$ cat src/sv/dmp_pkg.sv
// Types and constants shared by the message parser's front end, queue and back end.
// Depends on nothing; every other file refers to it by scoped names.
package dmp_pkg;

   typedef enum logic [1:0] {
      REC_HEADER = 2'd0,
      REC_AVP    = 2'd1,
      REC_ACCEPT = 2'd2,
      REC_REJECT = 2'd3
   } rec_kind_type;

   typedef enum logic [2:0] {
      ERR_NONE         = 3'd0,
      ERR_UNDER_HEADER = 3'd1,
      ERR_BUFFER_SHORT = 3'd2,
      ERR_AVP_OVERRUN  = 3'd3,
      ERR_AVP_SHORT    = 3'd4
   } err_kind_type;

   typedef enum logic [1:0] {
      PH_HEADER = 2'd0,
      PH_WALK   = 2'd1,
      PH_DONE   = 2'd2,
      PH_ERROR  = 2'd3
   } phase_type;

   localparam logic [23:0] MAX_POS       = 24'hFFFFFF;
   localparam logic [23:0] HDR_LEN_FIRST = 24'd1;
   localparam logic [23:0] HDR_LEN_LAST  = 24'd3;
   localparam logic [23:0] HDR_CMD_FLAGS = 24'd4;
   localparam logic [23:0] HDR_CMD_LAST  = 24'd7;
   localparam logic [23:0] HDR_IDS_FIRST = 24'd8;
   localparam logic [23:0] HDR_IDS_LAST  = 24'd15;
   localparam logic [23:0] HDR_END_FIRST = 24'd16;
   localparam logic [23:0] HDR_END_IDX   = 24'd19;
   localparam logic [23:0] HDR_SIZE      = 24'd20;
   localparam logic [3:0]  AVP_HDR_SHORT = 4'd8;
   localparam logic [3:0]  AVP_HDR_LONG  = 4'd12;
   localparam logic [7:0]  AVP_LIMIT_RESET = 8'd50;

   localparam logic [23:0] CMD_CAPABILITIES = 24'd257;
   localparam logic [31:0] AVP_ORIGIN_HOST  = 32'd264;
   localparam logic [31:0] AVP_ORIGIN_REALM = 32'd296;
   localparam logic [31:0] AVP_HOST_ADDRESS = 32'd257;
   localparam logic [31:0] AVP_VENDOR_ID    = 32'd266;
   localparam logic [31:0] AVP_PRODUCT_NAME = 32'd269;
   localparam logic [4:0]  MAND_ALL         = 5'h1F;

   typedef struct packed {
      rec_kind_type record_kind;
      logic [31:0]  code;
      logic [7:0]   flags;
      logic [23:0]  length;
      logic [31:0]  vendor_or_app;
      logic [31:0]  hop_id;
      logic [31:0]  end_id;
      logic [23:0]  data_offset;
      logic [23:0]  data_length;
      logic [7:0]   avp_total;
      logic         cer_valid;
      err_kind_type error_kind;
   } record_type;

   // One queue entry: what a single byte produced, at most one record plus a final verdict.
   typedef struct packed {
      logic       has_rec;
      record_type rec;
      logic       has_final;
      record_type fin;
   } entry_type;

endpackage

$ cat src/sv/dmp_front.sv
// Parser front end: assembles the header, walks AVPs one byte per accepted cycle.
// Depends on dmp_pkg; produces one queue entry for each byte that yields records.
module dmp_front (
   input  logic                clock,
   input  logic                reset,
   input  logic                accept,
   input  logic [7:0]          data_byte,
   input  logic                last_byte,
   input  logic [7:0]          avp_limit,
   output logic                push,
   output dmp_pkg::entry_type  entry
);

   typedef struct packed {
      dmp_pkg::phase_type    phase;
      logic [23:0]           start;
      dmp_pkg::err_kind_type err;
   } begin_type;

   dmp_pkg::phase_type    phase_ff, phase_in;
   dmp_pkg::err_kind_type err_ff, err_in;
   logic [23:0] pos_ff, pos_in;
   logic [23:0] ml_ff, ml_in;
   logic [31:0] cmd_ff, cmd_in;
   logic [31:0] app_ff, app_in;
   logic [31:0] hop_ff, hop_in;
   logic [31:0] end_ff, end_in;
   logic [23:0] start_ff, start_in;
   logic [63:0] asm_ff, asm_in;
   logic [31:0] vend_ff, vend_in;
   logic [7:0]  count_ff, count_in;
   logic [4:0]  mand_ff, mand_in;

   logic [23:0] new_pos;
   logic [23:0] off;
   logic        do_finish;
   logic [3:0]  hsz;
   logic [23:0] avp_len;
   logic [25:0] next_avp;
   begin_type   bgn;
   dmp_pkg::err_kind_type fin_err;

   function automatic begin_type begin_avp(input logic [25:0] pos, input logic [23:0] mlen,
                                           input logic [7:0] cnt, input logic [7:0] lim);
      begin_type r;
      r.phase = dmp_pkg::PH_WALK;
      r.start = pos[23:0];
      r.err   = dmp_pkg::ERR_NONE;
      if ({2'b00, mlen} <= pos || cnt >= lim) begin
         r.phase = dmp_pkg::PH_DONE;
      end else if ({1'b0, pos} + 27'd8 > {3'b000, mlen}) begin
         r.phase = dmp_pkg::PH_ERROR;
         r.err   = dmp_pkg::ERR_AVP_OVERRUN;
      end
      return r;
   endfunction

   function automatic logic [4:0] mandatory_bit(input logic [31:0] avp_code);
      logic [4:0] m;
      case (avp_code)
         dmp_pkg::AVP_ORIGIN_HOST:  m = 5'b00001;
         dmp_pkg::AVP_ORIGIN_REALM: m = 5'b00010;
         dmp_pkg::AVP_HOST_ADDRESS: m = 5'b00100;
         dmp_pkg::AVP_VENDOR_ID:    m = 5'b01000;
         dmp_pkg::AVP_PRODUCT_NAME: m = 5'b10000;
         default:                   m = 5'b00000;
      endcase
      return m;
   endfunction

   always_ff @(posedge clock) begin
      if (reset) begin
         phase_ff <= dmp_pkg::PH_HEADER;
         err_ff   <= dmp_pkg::ERR_NONE;
         pos_ff   <= '0;
         ml_ff    <= '0;
         cmd_ff   <= '0;
         app_ff   <= '0;
         hop_ff   <= '0;
         end_ff   <= '0;
         start_ff <= dmp_pkg::HDR_SIZE;
         asm_ff   <= '0;
         vend_ff  <= '0;
         count_ff <= '0;
         mand_ff  <= '0;
      end else begin
         phase_ff <= phase_in;
         err_ff   <= err_in;
         pos_ff   <= pos_in;
         ml_ff    <= ml_in;
         cmd_ff   <= cmd_in;
         app_ff   <= app_in;
         hop_ff   <= hop_in;
         end_ff   <= end_in;
         start_ff <= start_in;
         asm_ff   <= asm_in;
         vend_ff  <= vend_in;
         count_ff <= count_in;
         mand_ff  <= mand_in;
      end
   end

   always_comb begin
      phase_in = phase_ff;
      err_in   = err_ff;
      pos_in   = pos_ff;
      ml_in    = ml_ff;
      cmd_in   = cmd_ff;
      app_in   = app_ff;
      hop_in   = hop_ff;
      end_in   = end_ff;
      start_in = start_ff;
      asm_in   = asm_ff;
      vend_in  = vend_ff;
      count_in = count_ff;
      mand_in  = mand_ff;
      entry    = '0;
      do_finish = 1'b0;
      hsz      = dmp_pkg::AVP_HDR_SHORT;
      avp_len  = '0;
      next_avp = '0;
      bgn      = '0;
      fin_err  = dmp_pkg::ERR_NONE;
      off      = pos_ff - start_ff;
      new_pos  = (pos_ff == dmp_pkg::MAX_POS) ? pos_ff : pos_ff + 24'd1;

      if (accept) begin
         pos_in = new_pos;
         unique case (phase_ff)
            dmp_pkg::PH_HEADER: begin
               if (pos_ff >= dmp_pkg::HDR_LEN_FIRST && pos_ff <= dmp_pkg::HDR_LEN_LAST) begin
                  ml_in = {ml_ff[15:0], data_byte};
               end else if (pos_ff == dmp_pkg::HDR_CMD_FLAGS) begin
                  cmd_in = {data_byte, cmd_ff[23:0]};
               end else if (pos_ff > dmp_pkg::HDR_CMD_FLAGS && pos_ff <= dmp_pkg::HDR_CMD_LAST) begin
                  cmd_in = {cmd_ff[31:24], cmd_ff[15:0], data_byte};
               end else if (pos_ff >= dmp_pkg::HDR_IDS_FIRST && pos_ff <= dmp_pkg::HDR_IDS_LAST) begin
                  {app_in, hop_in} = {app_ff[23:0], hop_ff, data_byte};
               end else if (pos_ff >= dmp_pkg::HDR_END_FIRST && pos_ff <= dmp_pkg::HDR_END_IDX) begin
                  end_in = {end_ff[23:0], data_byte};
               end
               if (pos_ff == dmp_pkg::HDR_END_IDX) begin
                  entry.has_rec           = 1'b1;
                  entry.rec.record_kind   = dmp_pkg::REC_HEADER;
                  entry.rec.code          = {8'd0, cmd_in[23:0]};
                  entry.rec.flags         = cmd_in[31:24];
                  entry.rec.length        = ml_in;
                  entry.rec.vendor_or_app = app_in;
                  entry.rec.hop_id        = hop_in;
                  entry.rec.end_id        = end_in;
                  bgn = begin_avp({2'b00, dmp_pkg::HDR_SIZE}, ml_in, count_ff, avp_limit);
                  phase_in = bgn.phase;
                  err_in   = bgn.err;
                  if (bgn.phase == dmp_pkg::PH_WALK) begin
                     start_in = bgn.start;
                     asm_in   = '0;
                     vend_in  = '0;
                  end
               end
            end
            dmp_pkg::PH_WALK: begin
               if (pos_ff >= start_ff) begin
                  if (off < 24'd8) begin
                     asm_in = {asm_ff[55:0], data_byte};
                  end else if (off < 24'd12) begin
                     vend_in = {vend_ff[23:0], data_byte};
                  end
                  if (off == 24'd7) begin
                     // Vendor bit set: four more header bytes to come.
                     if (asm_in[31]) begin
                        if ({1'b0, start_ff} + 25'd12 > {1'b0, ml_ff}) begin
                           phase_in = dmp_pkg::PH_ERROR;
                           err_in   = dmp_pkg::ERR_AVP_OVERRUN;
                        end
                     end else begin
                        do_finish = 1'b1;
                     end
                  end else if (off == 24'd11) begin
                     do_finish = 1'b1;
                     hsz       = dmp_pkg::AVP_HDR_LONG;
                  end
               end
            end
            default: begin
            end
         endcase

         if (do_finish) begin
            avp_len = asm_in[23:0];
            if (avp_len < {20'd0, hsz}) begin
               phase_in = dmp_pkg::PH_ERROR;
               err_in   = dmp_pkg::ERR_AVP_SHORT;
            end else begin
               count_in = count_ff + 8'd1;
               mand_in  = mand_ff | mandatory_bit(asm_in[63:32]);
               entry.has_rec           = 1'b1;
               entry.rec.record_kind   = dmp_pkg::REC_AVP;
               entry.rec.code          = asm_in[63:32];
               entry.rec.flags         = asm_in[31:24];
               entry.rec.length        = avp_len;
               entry.rec.vendor_or_app = (hsz == dmp_pkg::AVP_HDR_LONG) ? vend_in : 32'd0;
               entry.rec.data_offset   = start_ff + {20'd0, hsz};
               entry.rec.data_length   = avp_len - {20'd0, hsz};
               entry.rec.avp_total     = count_in;
               // AVPs are padded to a four-byte boundary.
               next_avp = {2'b00, start_ff} +
                          (({2'b00, avp_len} + 26'd3) & ~26'd3);
               bgn = begin_avp(next_avp, ml_ff, count_in, avp_limit);
               phase_in = bgn.phase;
               err_in   = bgn.err;
               if (bgn.phase == dmp_pkg::PH_WALK) begin
                  start_in = bgn.start;
                  asm_in   = '0;
                  vend_in  = '0;
               end
            end
         end

         if (last_byte) begin
            if (new_pos < dmp_pkg::HDR_SIZE) begin
               fin_err = dmp_pkg::ERR_UNDER_HEADER;
            end else if (ml_in > new_pos) begin
               fin_err = dmp_pkg::ERR_BUFFER_SHORT;
            end else if (phase_in == dmp_pkg::PH_ERROR) begin
               fin_err = err_in;
            end
            entry.has_final           = 1'b1;
            entry.fin.record_kind     = (fin_err == dmp_pkg::ERR_NONE) ? dmp_pkg::REC_ACCEPT
                                                                       : dmp_pkg::REC_REJECT;
            entry.fin.avp_total       = count_in;
            entry.fin.error_kind      = fin_err;
            entry.fin.cer_valid       = (fin_err == dmp_pkg::ERR_NONE) &&
                                        (cmd_in[23:0] == dmp_pkg::CMD_CAPABILITIES) &&
                                        cmd_in[31] && (mand_in == dmp_pkg::MAND_ALL);
            // The next word starts a fresh message.
            phase_in = dmp_pkg::PH_HEADER;
            err_in   = dmp_pkg::ERR_NONE;
            pos_in   = '0;
            ml_in    = '0;
            cmd_in   = '0;
            app_in   = '0;
            hop_in   = '0;
            end_in   = '0;
            start_in = dmp_pkg::HDR_SIZE;
            asm_in   = '0;
            vend_in  = '0;
            count_in = '0;
            mand_in  = '0;
         end
      end
   end

   assign push = accept && (entry.has_rec || entry.has_final);

endmodule

$ cat src/sv/dmp_queue.sv
// Short first-in first-out queue of parser entries between the front and back ends.
// Depends on dmp_pkg for the entry type.
module dmp_queue #(
   parameter int DEPTH = 4
) (
   input  logic               clock,
   input  logic               reset,
   input  logic               push,
   input  dmp_pkg::entry_type push_data,
   input  logic               pop,
   output dmp_pkg::entry_type head,
   output logic               empty,
   output logic               full
);

   localparam int PTR_W = (DEPTH > 1) ? $clog2(DEPTH) : 1;
   localparam int CNT_W = $clog2(DEPTH + 1);
   localparam logic [PTR_W-1:0] LAST_PTR = PTR_W'(DEPTH - 1);
   localparam logic [CNT_W-1:0] FULL_CNT = CNT_W'(DEPTH);

   dmp_pkg::entry_type mem_ff [DEPTH];
   logic [PTR_W-1:0] wr_ptr_ff, wr_ptr_in;
   logic [PTR_W-1:0] rd_ptr_ff, rd_ptr_in;
   logic [CNT_W-1:0] count_ff, count_in;

   always_ff @(posedge clock) begin
      if (push) begin
         mem_ff[wr_ptr_ff] <= push_data;
      end
   end

   always_ff @(posedge clock) begin
      if (reset) begin
         wr_ptr_ff <= '0;
         rd_ptr_ff <= '0;
         count_ff  <= '0;
      end else begin
         wr_ptr_ff <= wr_ptr_in;
         rd_ptr_ff <= rd_ptr_in;
         count_ff  <= count_in;
      end
   end

   always_comb begin
      wr_ptr_in = wr_ptr_ff;
      rd_ptr_in = rd_ptr_ff;
      count_in  = count_ff;
      if (push) begin
         wr_ptr_in = (wr_ptr_ff == LAST_PTR) ? '0 : wr_ptr_ff + PTR_W'(1);
      end
      if (pop) begin
         rd_ptr_in = (rd_ptr_ff == LAST_PTR) ? '0 : rd_ptr_ff + PTR_W'(1);
      end
      if (push && !pop) begin
         count_in = count_ff + CNT_W'(1);
      end else if (pop && !push) begin
         count_in = count_ff - CNT_W'(1);
      end
   end

   assign head  = mem_ff[rd_ptr_ff];
   assign empty = (count_ff == '0);
   assign full  = (count_ff == FULL_CNT);

   a_no_push_full: assert property (@(posedge clock) disable iff (reset) push |-> !full)
      else $error("queue written while full");
   a_no_pop_empty: assert property (@(posedge clock) disable iff (reset) pop |-> !empty)
      else $error("queue read while empty");
   a_count_bound: assert property (@(posedge clock) disable iff (reset)
                                   count_ff <= FULL_CNT)
      else $error("queue count beyond depth");
   a_count_step: assert property (@(posedge clock) disable iff (reset)
                                  (push && !pop) |=> (count_ff == $past(count_ff) + CNT_W'(1)))
      else $error("queue count did not follow a lone write");

endmodule

$ cat src/sv/dmp_back.sv
// Parser back end: takes entries from the queue and delivers their records in order.
// Depends on dmp_pkg; holds the output register and a slot for a deferred final record.
module dmp_back (
   input  logic                clock,
   input  logic                reset,
   input  logic                empty,
   input  dmp_pkg::entry_type  head,
   output logic                pop,
   input  logic                rsp_stall,
   output logic                rsp_valid,
   output dmp_pkg::record_type rsp_rec
);

   logic                valid_ff, valid_in;
   logic                pend_ff, pend_in;
   dmp_pkg::record_type rec_ff, rec_in;
   dmp_pkg::record_type pend_rec_ff, pend_rec_in;
   logic                load;

   always_ff @(posedge clock) begin
      if (reset) begin
         valid_ff <= 1'b0;
         pend_ff  <= 1'b0;
      end else begin
         valid_ff <= valid_in;
         pend_ff  <= pend_in;
      end
   end

   always_ff @(posedge clock) begin
      rec_ff      <= rec_in;
      pend_rec_ff <= pend_rec_in;
   end

   assign load = !valid_ff || !rsp_stall;
   assign pop  = load && !pend_ff && !empty;

   always_comb begin
      valid_in    = valid_ff;
      pend_in     = pend_ff;
      rec_in      = rec_ff;
      pend_rec_in = pend_rec_ff;
      if (load) begin
         if (pend_ff) begin
            // A byte that closed a record and the message: the verdict goes second.
            valid_in = 1'b1;
            rec_in   = pend_rec_ff;
            pend_in  = 1'b0;
         end else if (!empty) begin
            valid_in = 1'b1;
            if (head.has_rec) begin
               rec_in      = head.rec;
               pend_in     = head.has_final;
               pend_rec_in = head.fin;
            end else begin
               rec_in = head.fin;
            end
         end else begin
            valid_in = 1'b0;
         end
      end
   end

   assign rsp_valid = valid_ff;
   assign rsp_rec   = rec_ff;

endmodule

$ cat src/sv/diameter_message_parser_core.sv
// Diameter message parser, top level.
// The req_ channel takes one message word per cycle (one byte, with req_last_byte on the
// final byte of the received buffer); a word is taken when req_valid is high and req_stall
// low. The rsp_ channel gives records in order: a header record after byte 20, one record
// for each parsed AVP, and an accept or reject record on the last byte. A record is taken
// when rsp_valid is high and rsp_stall low. The csr_ channel writes the AVP limit; csr_ready
// is always high, and writes belong between messages.
// A record that a word completes is written into the queue at the edge that takes the word,
// then loaded into the output register, which presents it on rsp_. A word is taken every
// cycle while req_stall is low; the queue of QUEUE_DEPTH entries between the parser and the
// output register only fills while the receiver stalls or when a word yields two records
// (a header or AVP record and the verdict), which the output register sends in turn.
// req_stall rises when that queue is full, so a stalled receiver holds words back only
// after QUEUE_DEPTH record-bearing words have gathered behind the output register.
// Synchronous reset empties the queue and output register, clears all message state and
// returns the AVP limit to 50. While rsp_stall is high the record on rsp_ is held unchanged.
// Depends on dmp_pkg, dmp_front, dmp_queue and dmp_back.
module diameter_message_parser_core #(
   parameter int QUEUE_DEPTH = 4
) (
   input  logic        clock,
   input  logic        reset,
   input  logic        req_valid,
   output logic        req_stall,
   input  logic [7:0]  req_data_byte,
   input  logic        req_last_byte,
   output logic        rsp_valid,
   input  logic        rsp_stall,
   output logic [1:0]  rsp_record_kind,
   output logic [31:0] rsp_code,
   output logic [7:0]  rsp_flags,
   output logic [23:0] rsp_length,
   output logic [31:0] rsp_vendor_or_app,
   output logic [31:0] rsp_hop_id,
   output logic [31:0] rsp_end_id,
   output logic [23:0] rsp_data_offset,
   output logic [23:0] rsp_data_length,
   output logic [7:0]  rsp_avp_total,
   output logic        rsp_cer_valid,
   output logic [2:0]  rsp_error_kind,
   input  logic        csr_valid,
   output logic        csr_ready,
   input  logic [7:0]  csr_data
);

   logic [7:0]          limit_ff, limit_in;
   logic                accept;
   logic                push;
   logic                pop;
   logic                empty;
   logic                full;
   dmp_pkg::entry_type  entry;
   dmp_pkg::entry_type  head;
   dmp_pkg::record_type rec;

   always_ff @(posedge clock) begin
      if (reset) begin
         limit_ff <= dmp_pkg::AVP_LIMIT_RESET;
      end else begin
         limit_ff <= limit_in;
      end
   end

   assign csr_ready = 1'b1;
   assign limit_in  = (csr_valid && csr_ready) ? csr_data : limit_ff;
   assign req_stall = full;
   assign accept    = req_valid && !req_stall;

   dmp_front u_front (
      .clock     (clock),
      .reset     (reset),
      .accept    (accept),
      .data_byte (req_data_byte),
      .last_byte (req_last_byte),
      .avp_limit (limit_ff),
      .push      (push),
      .entry     (entry)
   );

   dmp_queue #(
      .DEPTH (QUEUE_DEPTH)
   ) u_queue (
      .clock     (clock),
      .reset     (reset),
      .push      (push),
      .push_data (entry),
      .pop       (pop),
      .head      (head),
      .empty     (empty),
      .full      (full)
   );

   dmp_back u_back (
      .clock     (clock),
      .reset     (reset),
      .empty     (empty),
      .head      (head),
      .pop       (pop),
      .rsp_stall (rsp_stall),
      .rsp_valid (rsp_valid),
      .rsp_rec   (rec)
   );

   assign rsp_record_kind   = rec.record_kind;
   assign rsp_code          = rec.code;
   assign rsp_flags         = rec.flags;
   assign rsp_length        = rec.length;
   assign rsp_vendor_or_app = rec.vendor_or_app;
   assign rsp_hop_id        = rec.hop_id;
   assign rsp_end_id        = rec.end_id;
   assign rsp_data_offset   = rec.data_offset;
   assign rsp_data_length   = rec.data_length;
   assign rsp_avp_total     = rec.avp_total;
   assign rsp_cer_valid     = rec.cer_valid;
   assign rsp_error_kind    = rec.error_kind;

endmodule
$ cat config.mk
export PLATFORM = sky130hd
export DESIGN_NAME = diameter_message_parser_core
export DESIGN_NICKNAME = d
export VERILOG_FILES = /design/src/sv/dmp_pkg.sv /design/src/sv/dmp_front.sv /design/src/sv/dmp_queue.sv /design/src/sv/dmp_back.sv /design/src/sv/diameter_message_parser_core.sv
export SDC_FILE = /design/constraint.sdc
export NUM_CORES = 2
export LEC_CHECK = 0
export BUFFER_PORTS_ARGS = -buffer_cell sky130_fd_sc_hd__buf_2
export CAP_MARGIN = 20
export CORE_MARGIN = 3
export CORE_UTILIZATION = 30
export CTS_BUF_LIST = sky130_fd_sc_hd__clkbuf_8 sky130_fd_sc_hd__clkbuf_16
export DETAILED_ROUTE_END_ITERATION = 6
export HOLD_SLACK_MARGIN = 0.08
export SYNTH_ARGS = -nofsm -noshare
export SYNTH_HDL_FRONTEND = slang
export SYNTH_SLANG_ARGS = --single-unit
$ cat constraint.sdc
create_clock -name clock -period 24.1 [get_ports clock]
set_clock_uncertainty 0.1 [all_clocks]
set_input_delay 4.82 -clock clock [delete_from_list [all_inputs] [get_ports clock]]
set_output_delay 4.82 -clock clock [all_outputs]
set_load 0.005 [all_outputs]
# Word level (Yosys, flattened, before mapping)
# Memory sizes are Yosys's and may differ from the RTL's. A register that Yosys moved wholly into a read port is not among the register bits.
# Cells that the tools add are included.
[word_totals]
elab_cells = 289
input_bits = 22
regBits = 775
n_memories = 1
mem_bits_rw = 936
[op_classes]
order_cmp = 21
reduce_logical = 33
bitwise_logic = 3
n_mux = 152
n_eq_ne = 22
add_sub_neg = 13
[mem_list]
columns = ["name", "words", "word_bits", "read_ports", "rd_ports_with_merged_regs", "write_ports", "line_no", "rtl"]
rows = [
  ["u_queue.mem_ff", 4, 234, 1, 1, 1, "dmp_queue.sv:21", "dmp_pkg::entry_type mem_ff [DEPTH];"],
]
[ops]
columns = ["op", "count"]
rows = [
  ["2-to-1 mux 32 bit", 34],
  ["2-to-1 mux 64 bit", 12],
  ["2-to-1 mux 222 bit", 3],
  ["2-to-1 mux 24 bit", 16],
  ["2-to-1 mux 163 bit", 2],
  ["2-to-1 mux 219 bit", 1],
  ["2-to-1 mux 99 bit", 2],
  ["== test 32 x 9 -> 1 bit, second input constant", 5],
  ["one-hot mux 64 bit (2 select lines)", 1],
  ["2-to-1 mux 56 bit", 2],
  ["one-hot mux 32 bit (2 select lines)", 1],
  ["2-to-1 mux 3 bit", 20],
  ["2-to-1 mux 2 bit", 25],
  ["== test 24 x 3 -> 1 bit, second input constant", 2],
  ["less-or-equal comparator 24 x 5 -> 1 bit, second input constant", 2],
  ["< comparator 24 x 4 -> 1 bit, second input constant", 2],
  ["2-to-1 mux 5 bit", 7],
  ["adder 26 x 4 -> 27 bit, second input constant", 1],
  ["greater-than comparator 27 x 24 -> 1 bit", 1],
  ["adder 24 x 26 -> 26 bit", 1],
  ["less-or-equal comparator 24 x 26 -> 1 bit", 1],
  ["adder 24 x 2 -> 25 bit, second input constant", 1],
  ["adder 24 x 4 -> 25 bit, second input constant", 1],
  ["greater-than comparator 25 x 24 -> 1 bit", 1],
  ["other kinds (49)", 100],
]

# Logic depth before layout (Yosys ltp)
[logic_depth]
depth_word = 44
depth_mapped = 48
depth_no_buf = 41

# Modules after synthesis
# Synthesis repeated with hierarchy kept, for this count alone.
[hier_totals]
cells_unflattened = 7130
hier_area_um2 = 110721.2
[modules_own_cells]
columns = ["mod", "seq_area_each_um2", "cells_per_inst", "area_per_inst_um2", "n_inst"]
rows = [
  ["dmp_queue", 53751.6, 2374, 66537.6, 1],
  ["dmp_front", 6045.8, 3529, 25668.4, 1],
  ["dmp_back", 13372.8, 1198, 18202.5, 1],
  ["diameter_message_parser_core", 160.2, 29, 312.8, 1],
]

# Worst setup path after synthesis
# OpenSTA, ideal clock, no wires.
[synth_path]
path_kind = "input to register"
from = "input req_data_byte[5]"
to = "memory u_queue.mem_ff[0][0] (netlist bit) (enable)"
path_buffers = 6
t_required_ns = 23.142
arrival_ns = 18.853
setup_slack_ns = 4.290
cell_stages = 22
cell_sequence = "clkbuf_1 -> or3_1 -> or4_1 -> a311oi_1 -> a31o_2 -> nor3_2 -> buf_2 -> clkbuf_1 -> clkbuf_1 -> nor2_1 -> inv_1 -> ha_1 -> inv_1 -> ha_1 -> a21oi_1 -> mux2i_2 -> o31a_1 -> buf_4 -> nand2_1 -> and3_1 -> clkbuf_1 -> nor2b_1"
[synth_between]
elab_chain_cells = 22
[synth_rtl]
columns = ["element", "line_no", "rtl"]
rows = [
  ["start: declaration", "diameter_message_parser_core.sv:25", "input logic [7:0] req_data_byte,"],
  ["2-to-1 mux 24 bit", "dmp_front.sv:131", "if (pos_ff >= dmp_pkg::HDR_LEN_FIRST && pos_ff <= dmp_pkg::HDR_LEN_LAST) begin"],
  ["2-to-1 mux 24 bit", "dmp_front.sv:129", "unique case (phase_ff)"],
  ["2-to-1 mux 24 bit", "dmp_front.sv:127", "if (accept) begin"],
  ["greater-than comparator 5 x 24 -> 1 bit / less-or-equal comparator 24 x 5 -> 1 bit (equally long branches)", "dmp_front.sv:51, dmp_front.sv:49", ""],
  ["2-to-1 mux 2 bit / logical OR 1 bit (equally long branches)", "dmp_front.sv:51, dmp_front.sv:49", ""],
  ["2-to-1 mux 2 bit", "dmp_front.sv:49", "if ({2'b00, mlen} <= pos || cnt >= lim) begin"],
  ["2-to-1 mux 2 bit", "dmp_front.sv:142", "if (pos_ff == dmp_pkg::HDR_END_IDX) begin"],
  ["2-to-1 mux 2 bit", "dmp_front.sv:129", ""],
  ["[6 not listed]", "n/a", ""],
  ["< comparator 24 x 4 -> 1 bit (*)", "dmp_front.sv:190", "if (avp_len < {20'd0, hsz}) begin"],
  ["2-to-1 mux 99 bit (*)", "dmp_front.sv:190", ""],
  ["2-to-1 mux 99 bit (*)", "dmp_front.sv:188", "if (do_finish) begin"],
  ["2-to-1 mux 219 bit (*)", "dmp_front.sv:127", ""],
  ["logical OR 1 bit (*)", "dmp_front.sv:253", "assign push = accept && (entry.has_rec || entry.has_final);"],
  ["logical AND 1 bit (*)", "dmp_front.sv:253", ""],
  ["2-to-1 mux 1 bit (*)", "dmp_queue.sv:27", "if (push) begin"],
  ["2-to-1 mux 1 bit (implied by the code) (*)", "dmp_queue.sv:28", "mem_ff[wr_ptr_ff] <= push_data;"],
  ["end: declaration", "dmp_queue.sv:21", ""],
]
# Every way passes the cells marked *; elsewhere a longest branch is shown, timed or not. The select of a mux whose other input is x is not followed.

# Worst setup path in the final report
[layout_path]
from = "input req_data_byte[5]"
to = "register u_front.vend_ff[13]"
[layout_between]
elab_chain_cells = 28
[layout_rtl]
columns = ["element", "line_no", "rtl"]
rows = [
  ["2-to-1 mux 24 bit", "dmp_front.sv:131", ""],
  ["2-to-1 mux 24 bit", "dmp_front.sv:129", ""],
  ["2-to-1 mux 24 bit", "dmp_front.sv:127", ""],
  ["greater-than comparator 5 x 24 -> 1 bit / less-or-equal comparator 24 x 5 -> 1 bit (equally long branches)", "dmp_front.sv:51, dmp_front.sv:49", ""],
  ["2-to-1 mux 2 bit / logical OR 1 bit (equally long branches)", "dmp_front.sv:51, dmp_front.sv:49", ""],
  ["2-to-1 mux 2 bit", "dmp_front.sv:49", ""],
  ["2-to-1 mux 2 bit", "dmp_front.sv:142", ""],
  ["2-to-1 mux 2 bit", "dmp_front.sv:129", ""],
  ["[12 not listed]", "n/a", ""],
  ["2-to-1 mux 2 bit", "dmp_front.sv:190", ""],
  ["2-to-1 mux 2 bit", "dmp_front.sv:188", ""],
  ["2-to-1 mux 2 bit", "dmp_front.sv:127", ""],
  ["== test 2 x 1 -> 1 bit", "dmp_front.sv:211", "if (bgn.phase == dmp_pkg::PH_WALK) begin"],
  ["2-to-1 mux 32 bit", "dmp_front.sv:211", ""],
  ["2-to-1 mux 32 bit", "dmp_front.sv:190", ""],
  ["2-to-1 mux 32 bit (*)", "dmp_front.sv:188", ""],
  ["2-to-1 mux 32 bit (*)", "dmp_front.sv:219", "if (last_byte) begin"],
  ["end signal: assignment", "dmp_front.sv:97", "vend_ff <= vend_in;"],
  ["end: declaration", "dmp_front.sv:30", "logic [31:0] vend_ff, vend_in;"],
]
# Marked as above.
# A chain may end at the register's enable or synchronous reset.

==> results.py <==
metrics = {
    "setup_path": {
        "crit_slowest_cell": "and2_2",
        "critical_path_class": "in2reg",
        "critical-path-top-delay-family": "simple AND/OR/NAND/NOR gates",
        "cp_max_fo": 47,
        "cp.buffers_inverters": 4,
        "start_kind": "input pin",
        "reg2reg_setup_slack_ns": 11.59,
        "max_stage_delay_ns": 0.79,
        "worstPathArrival_ns": 14.48,
        "cp-end-kind": "flop",
        "crit_required_ns": 24.72,
    },
    "yosys": {
        "yosys_warnings": 0,
        "synth_xor_area_share_pct": 2.01,
        "synth-simple-area-share_pct": 12.0,
        "synth-seq-cells": 1489,
        "syn_area_per_cell_um2": 12.8,
        "netlist_area_um2": 67600,
        "synth_edf_count": 1164,
        "synth_compound_area_share_pct": 9.04,
        "synthCells": 5282,
        "synth.net_count": 5481,
        "synth_top_family_by_area": "simple AND/OR/NAND/NOR gates",
        "synthFlopType": "edfxtp_1",
        "muxShareOfSynthArea_pct": 9.70,
        "yosysSeqAreaShare_pct": 61.4,
        "async_flop_share_pct": 0,
        "synth_adder_area_share_pct": 3.31,
        "synth.distinct_cells": 92,
    },
    "clocking": {
        "cts_sinks": 1489,
        "cts_tree": "built",
        "cts_made_buffers": 150,
        "cts_root_buf": "clkbuf_16",
        "cts_setup_buffers": 0,
        "post_cts_resized": 0,
        "postCtsHoldBufs": 0,
        "clk_pin_slew_ns": 0.06,
        "cts.path.max_buffers": 3,
        "clock_latency_ns": 0.81,
        "cts_htree_levels": 4,
    },
    "finish": {
        "layout_common_cells": "edfxtp_1 (1164), nor2_1 (665), nand2_1 (374)",
        "multiInputGateArea_um2": 24500,
        "fin_nets": 5631,
        "fin_util_pct": 34.5,
        "fillers": 21633,
        "seq_area_um2": 41500,
        "syn2layout_area_growth_pct": 14.1,
        "layout_commonest_cell": "edfxtp_1",
        "drive_gt1_share_pct": 15.1,
    },
    "floorplan": {
        "die_h_um": 481,
        "core_um2": 223000,
        "die_x_um": 481,
        "io_pins": 247,
        "start_util_pct": 30.3,
        "dieArea_um2": 231000,
        "placementRows": 173,
    },
    "power": {
        "pwr-share-seq_pct": 47.6,
        "power_w": 0.00688,
        "p_int_w": 0.00497,
        "p_sw_w": 0.00190,
        "clockPowerShare_pct": 34.0,
        "power_per_cell_area_nw_per_um2": 89.2,
        "sw_frac_of_total_pct": 27.7,
        "ir_drop_mv": 0.0792,
        "power.leakage_nw": 26.4,
        "comb_power_share_pct": 18.4,
    },
    "timing": {
        "finalCriticalPeriod_ns": 13.86,
        "tightestPinTransition_ns": 1.26,
        "slew_violations": 0,
        "hold_viol_final": 0,
        "period_share_pct": 57.5,
        "setup_tns_ns": 0,
        "max_freq_mhz": 72.1,
        "finalSetupViolCount": 0,
        "slew_headroom_pct": 15.8,
        "setup_ws_ns": 10.24,
        "rsz0062_at_grt": "false",
    },
    "run": {
        "maxCapViolations": 0,
    },
    "grt": {
        "grt_use_total_pct": 16.8,
        "gr-total-overflow": 0,
        "grt_pass1_vias": 42667,
        "grt_max_degree": 168,
        "grt_first_pass_wirelength_um": 293000,
        "antenna_found_initial": 9,
    },
    "routing": {
        "vias_per_cell": 5.21,
        "wirelength_um": 200000,
        "wire_per_inst_um": 23.4,
        "num_vias": 44561,
        "dr.pass1.iters": 7,
        "drc_errors": 2,
        "ant_nets": 1,
        "drt_iter0_drc": 4507,
    },
    "place": {
        "io_buffer_count": 245,
        "pre_cts_slack_ns": 9.55,
        "place_congestion": 0.915,
        "hpwl_um": 134000,
    },
    "status": {
        "violations": "antenna violations, design-rule violations",
        "status": "finished, violations left",
    },
    "min_path": {
        "hold_path.class": "reg2reg",
    },
}
## per-layer routing
layer	track usage, %	up-vias	part of all wire (%)
met5	0	-	0
met4	5.04	0	2.9
met3	2.47	288	6.5
met2	25.9	1651	45
met1	24.4	22556	45
li1	-	20066	-
## worst register-to-register path, delay by kind of cell, from the launching register on
kind,cells,cell delay [ns]
adder cells (fa/ha/maj),3,1.05
AND/OR/NAND/NOR,17,4.90
XOR/XNOR,3,0.71
AO/OA/AOI/OAI,9,2.84
buffers and inverters,4,2.06
flip-flops,1,0.62
multiplexers,1,0.16
## cell families (layout without fill, tap and decap cells)
kind of cell	Yosys count	after routing
compound gates	938	938
flops	1489	1489
other cells	1	13
mux	365	365
fa+ha+maj	177	177
xor+xnor	155	155
buf+inv	444	720
simple gates	1713	1713
## layout make-up
type / count / area share (%)
clock buffers: 162 / 5.11
multi-input cells: 3349 / 31.8
well taps: 2975 / 4.83
inverters: 118 / 0.575
diodes: 12 / 0.0390
repair buffers: 324 / 2.50
flip-flops and latches: 1489 / 53.8
clock inverters: 116 / 1.37
## metrics by stage
stage / hold WS [ns] / cell area [µm²] / cells
3_3_place_gp: 0.353 / 72000 / 8252
3_5_place_dp: 0.365 / 72000 / 8253
5_1_grt: 0.400 / 77100 / 8535
4_1_cts: 0.379 / 77000 / 8531
2_1_floorplan: 0.340 / 67600 / 5282
6_report: 0.378 / 77100 / 8545
## path summary, 6_finish.rpt
path | cells after the start | from | end
worst max register to register | 37 | u_front.start_ff[3] | u_front.vend_ff[13]
worst max-delay path | 33 | req_data_byte[5] | u_front.vend_ff[13]
worst min-delay path | 1 | u_front.mand_ff[1] | u_front.mand_ff[1]
worst min register to register | 1 | u_front.mand_ff[1] | u_front.mand_ff[1]
## registers in the layout (all words and copies together), names as in the netlist, 3 cells and up, named ones only
signal and cells:
u_front.vend_ff 32, u_front.cmd_ff 32, u_front.start_ff 24, u_front.end_ff 24, u_queue.count_ff 3, limit_ff 8
u_front.count_ff 8, u_front.asm_ff 64, u_front.ml_ff 24, u_front.hop_ff 32, u_queue.mem_ff 928, u_front.err_ff 3
u_front.mand_ff 5, u_back.rsp_rec 222, u_back.pend_rec_ff 14, u_front.app_ff 32, u_front.pos_ff 24
## power by group through the flow
stage | sequential (W) | combinational, W | clock, W
2_1_floorplan | 0.00341 | 0.000740 | 0
3_3_place_gp | 0.00333 | 0.00131 | 0
3_5_place_dp | 0.00333 | 0.00131 | 0
4_1_cts | 0.00329 | 0.00131 | 0.00239
5_1_grt | 0.00330 | 0.00139 | 0.00249
6_report | 0.00328 | 0.00126 | 0.00234
## synthesized netlist by cell type (all sizes together), types with 19 or more instances
| master | number | share of area, % |
|---|---|---|
| xor2 | 44 | 0.57 |
| nand3 | 75 | 0.56 |
| or3 | 28 | 0.26 |
| nor2b | 239 | 2.2 |
| a21oi | 310 | 2.3 |
| o21a | 32 | 0.36 |
| ha | 174 | 3.2 |
| a31oi | 19 | 0.18 |
| mux4 | 231 | 7.7 |
| a21o | 40 | 0.44 |
| inv | 118 | 0.66 |
| mux2i | 129 | 1.9 |
| nand2 | 378 | 2.1 |
| buf | 51 | 0.40 |
| nand4 | 54 | 0.50 |
| a22oi | 245 | 2.7 |
| and3 | 63 | 0.58 |
| xnor2 | 111 | 1.4 |
| o22a | 23 | 0.30 |
| dfxtp | 325 | 9.6 |
| nor3 | 68 | 0.53 |
| nand2b | 29 | 0.27 |
| nor2 | 670 | 3.7 |
| o21ai | 132 | 0.98 |
| a22o | 20 | 0.26 |
| nor4 | 34 | 0.33 |
| edfxtp | 1164 | 52 |
| clkbuf | 275 | 1.5 |
Power figures use the tool's default switching activity.
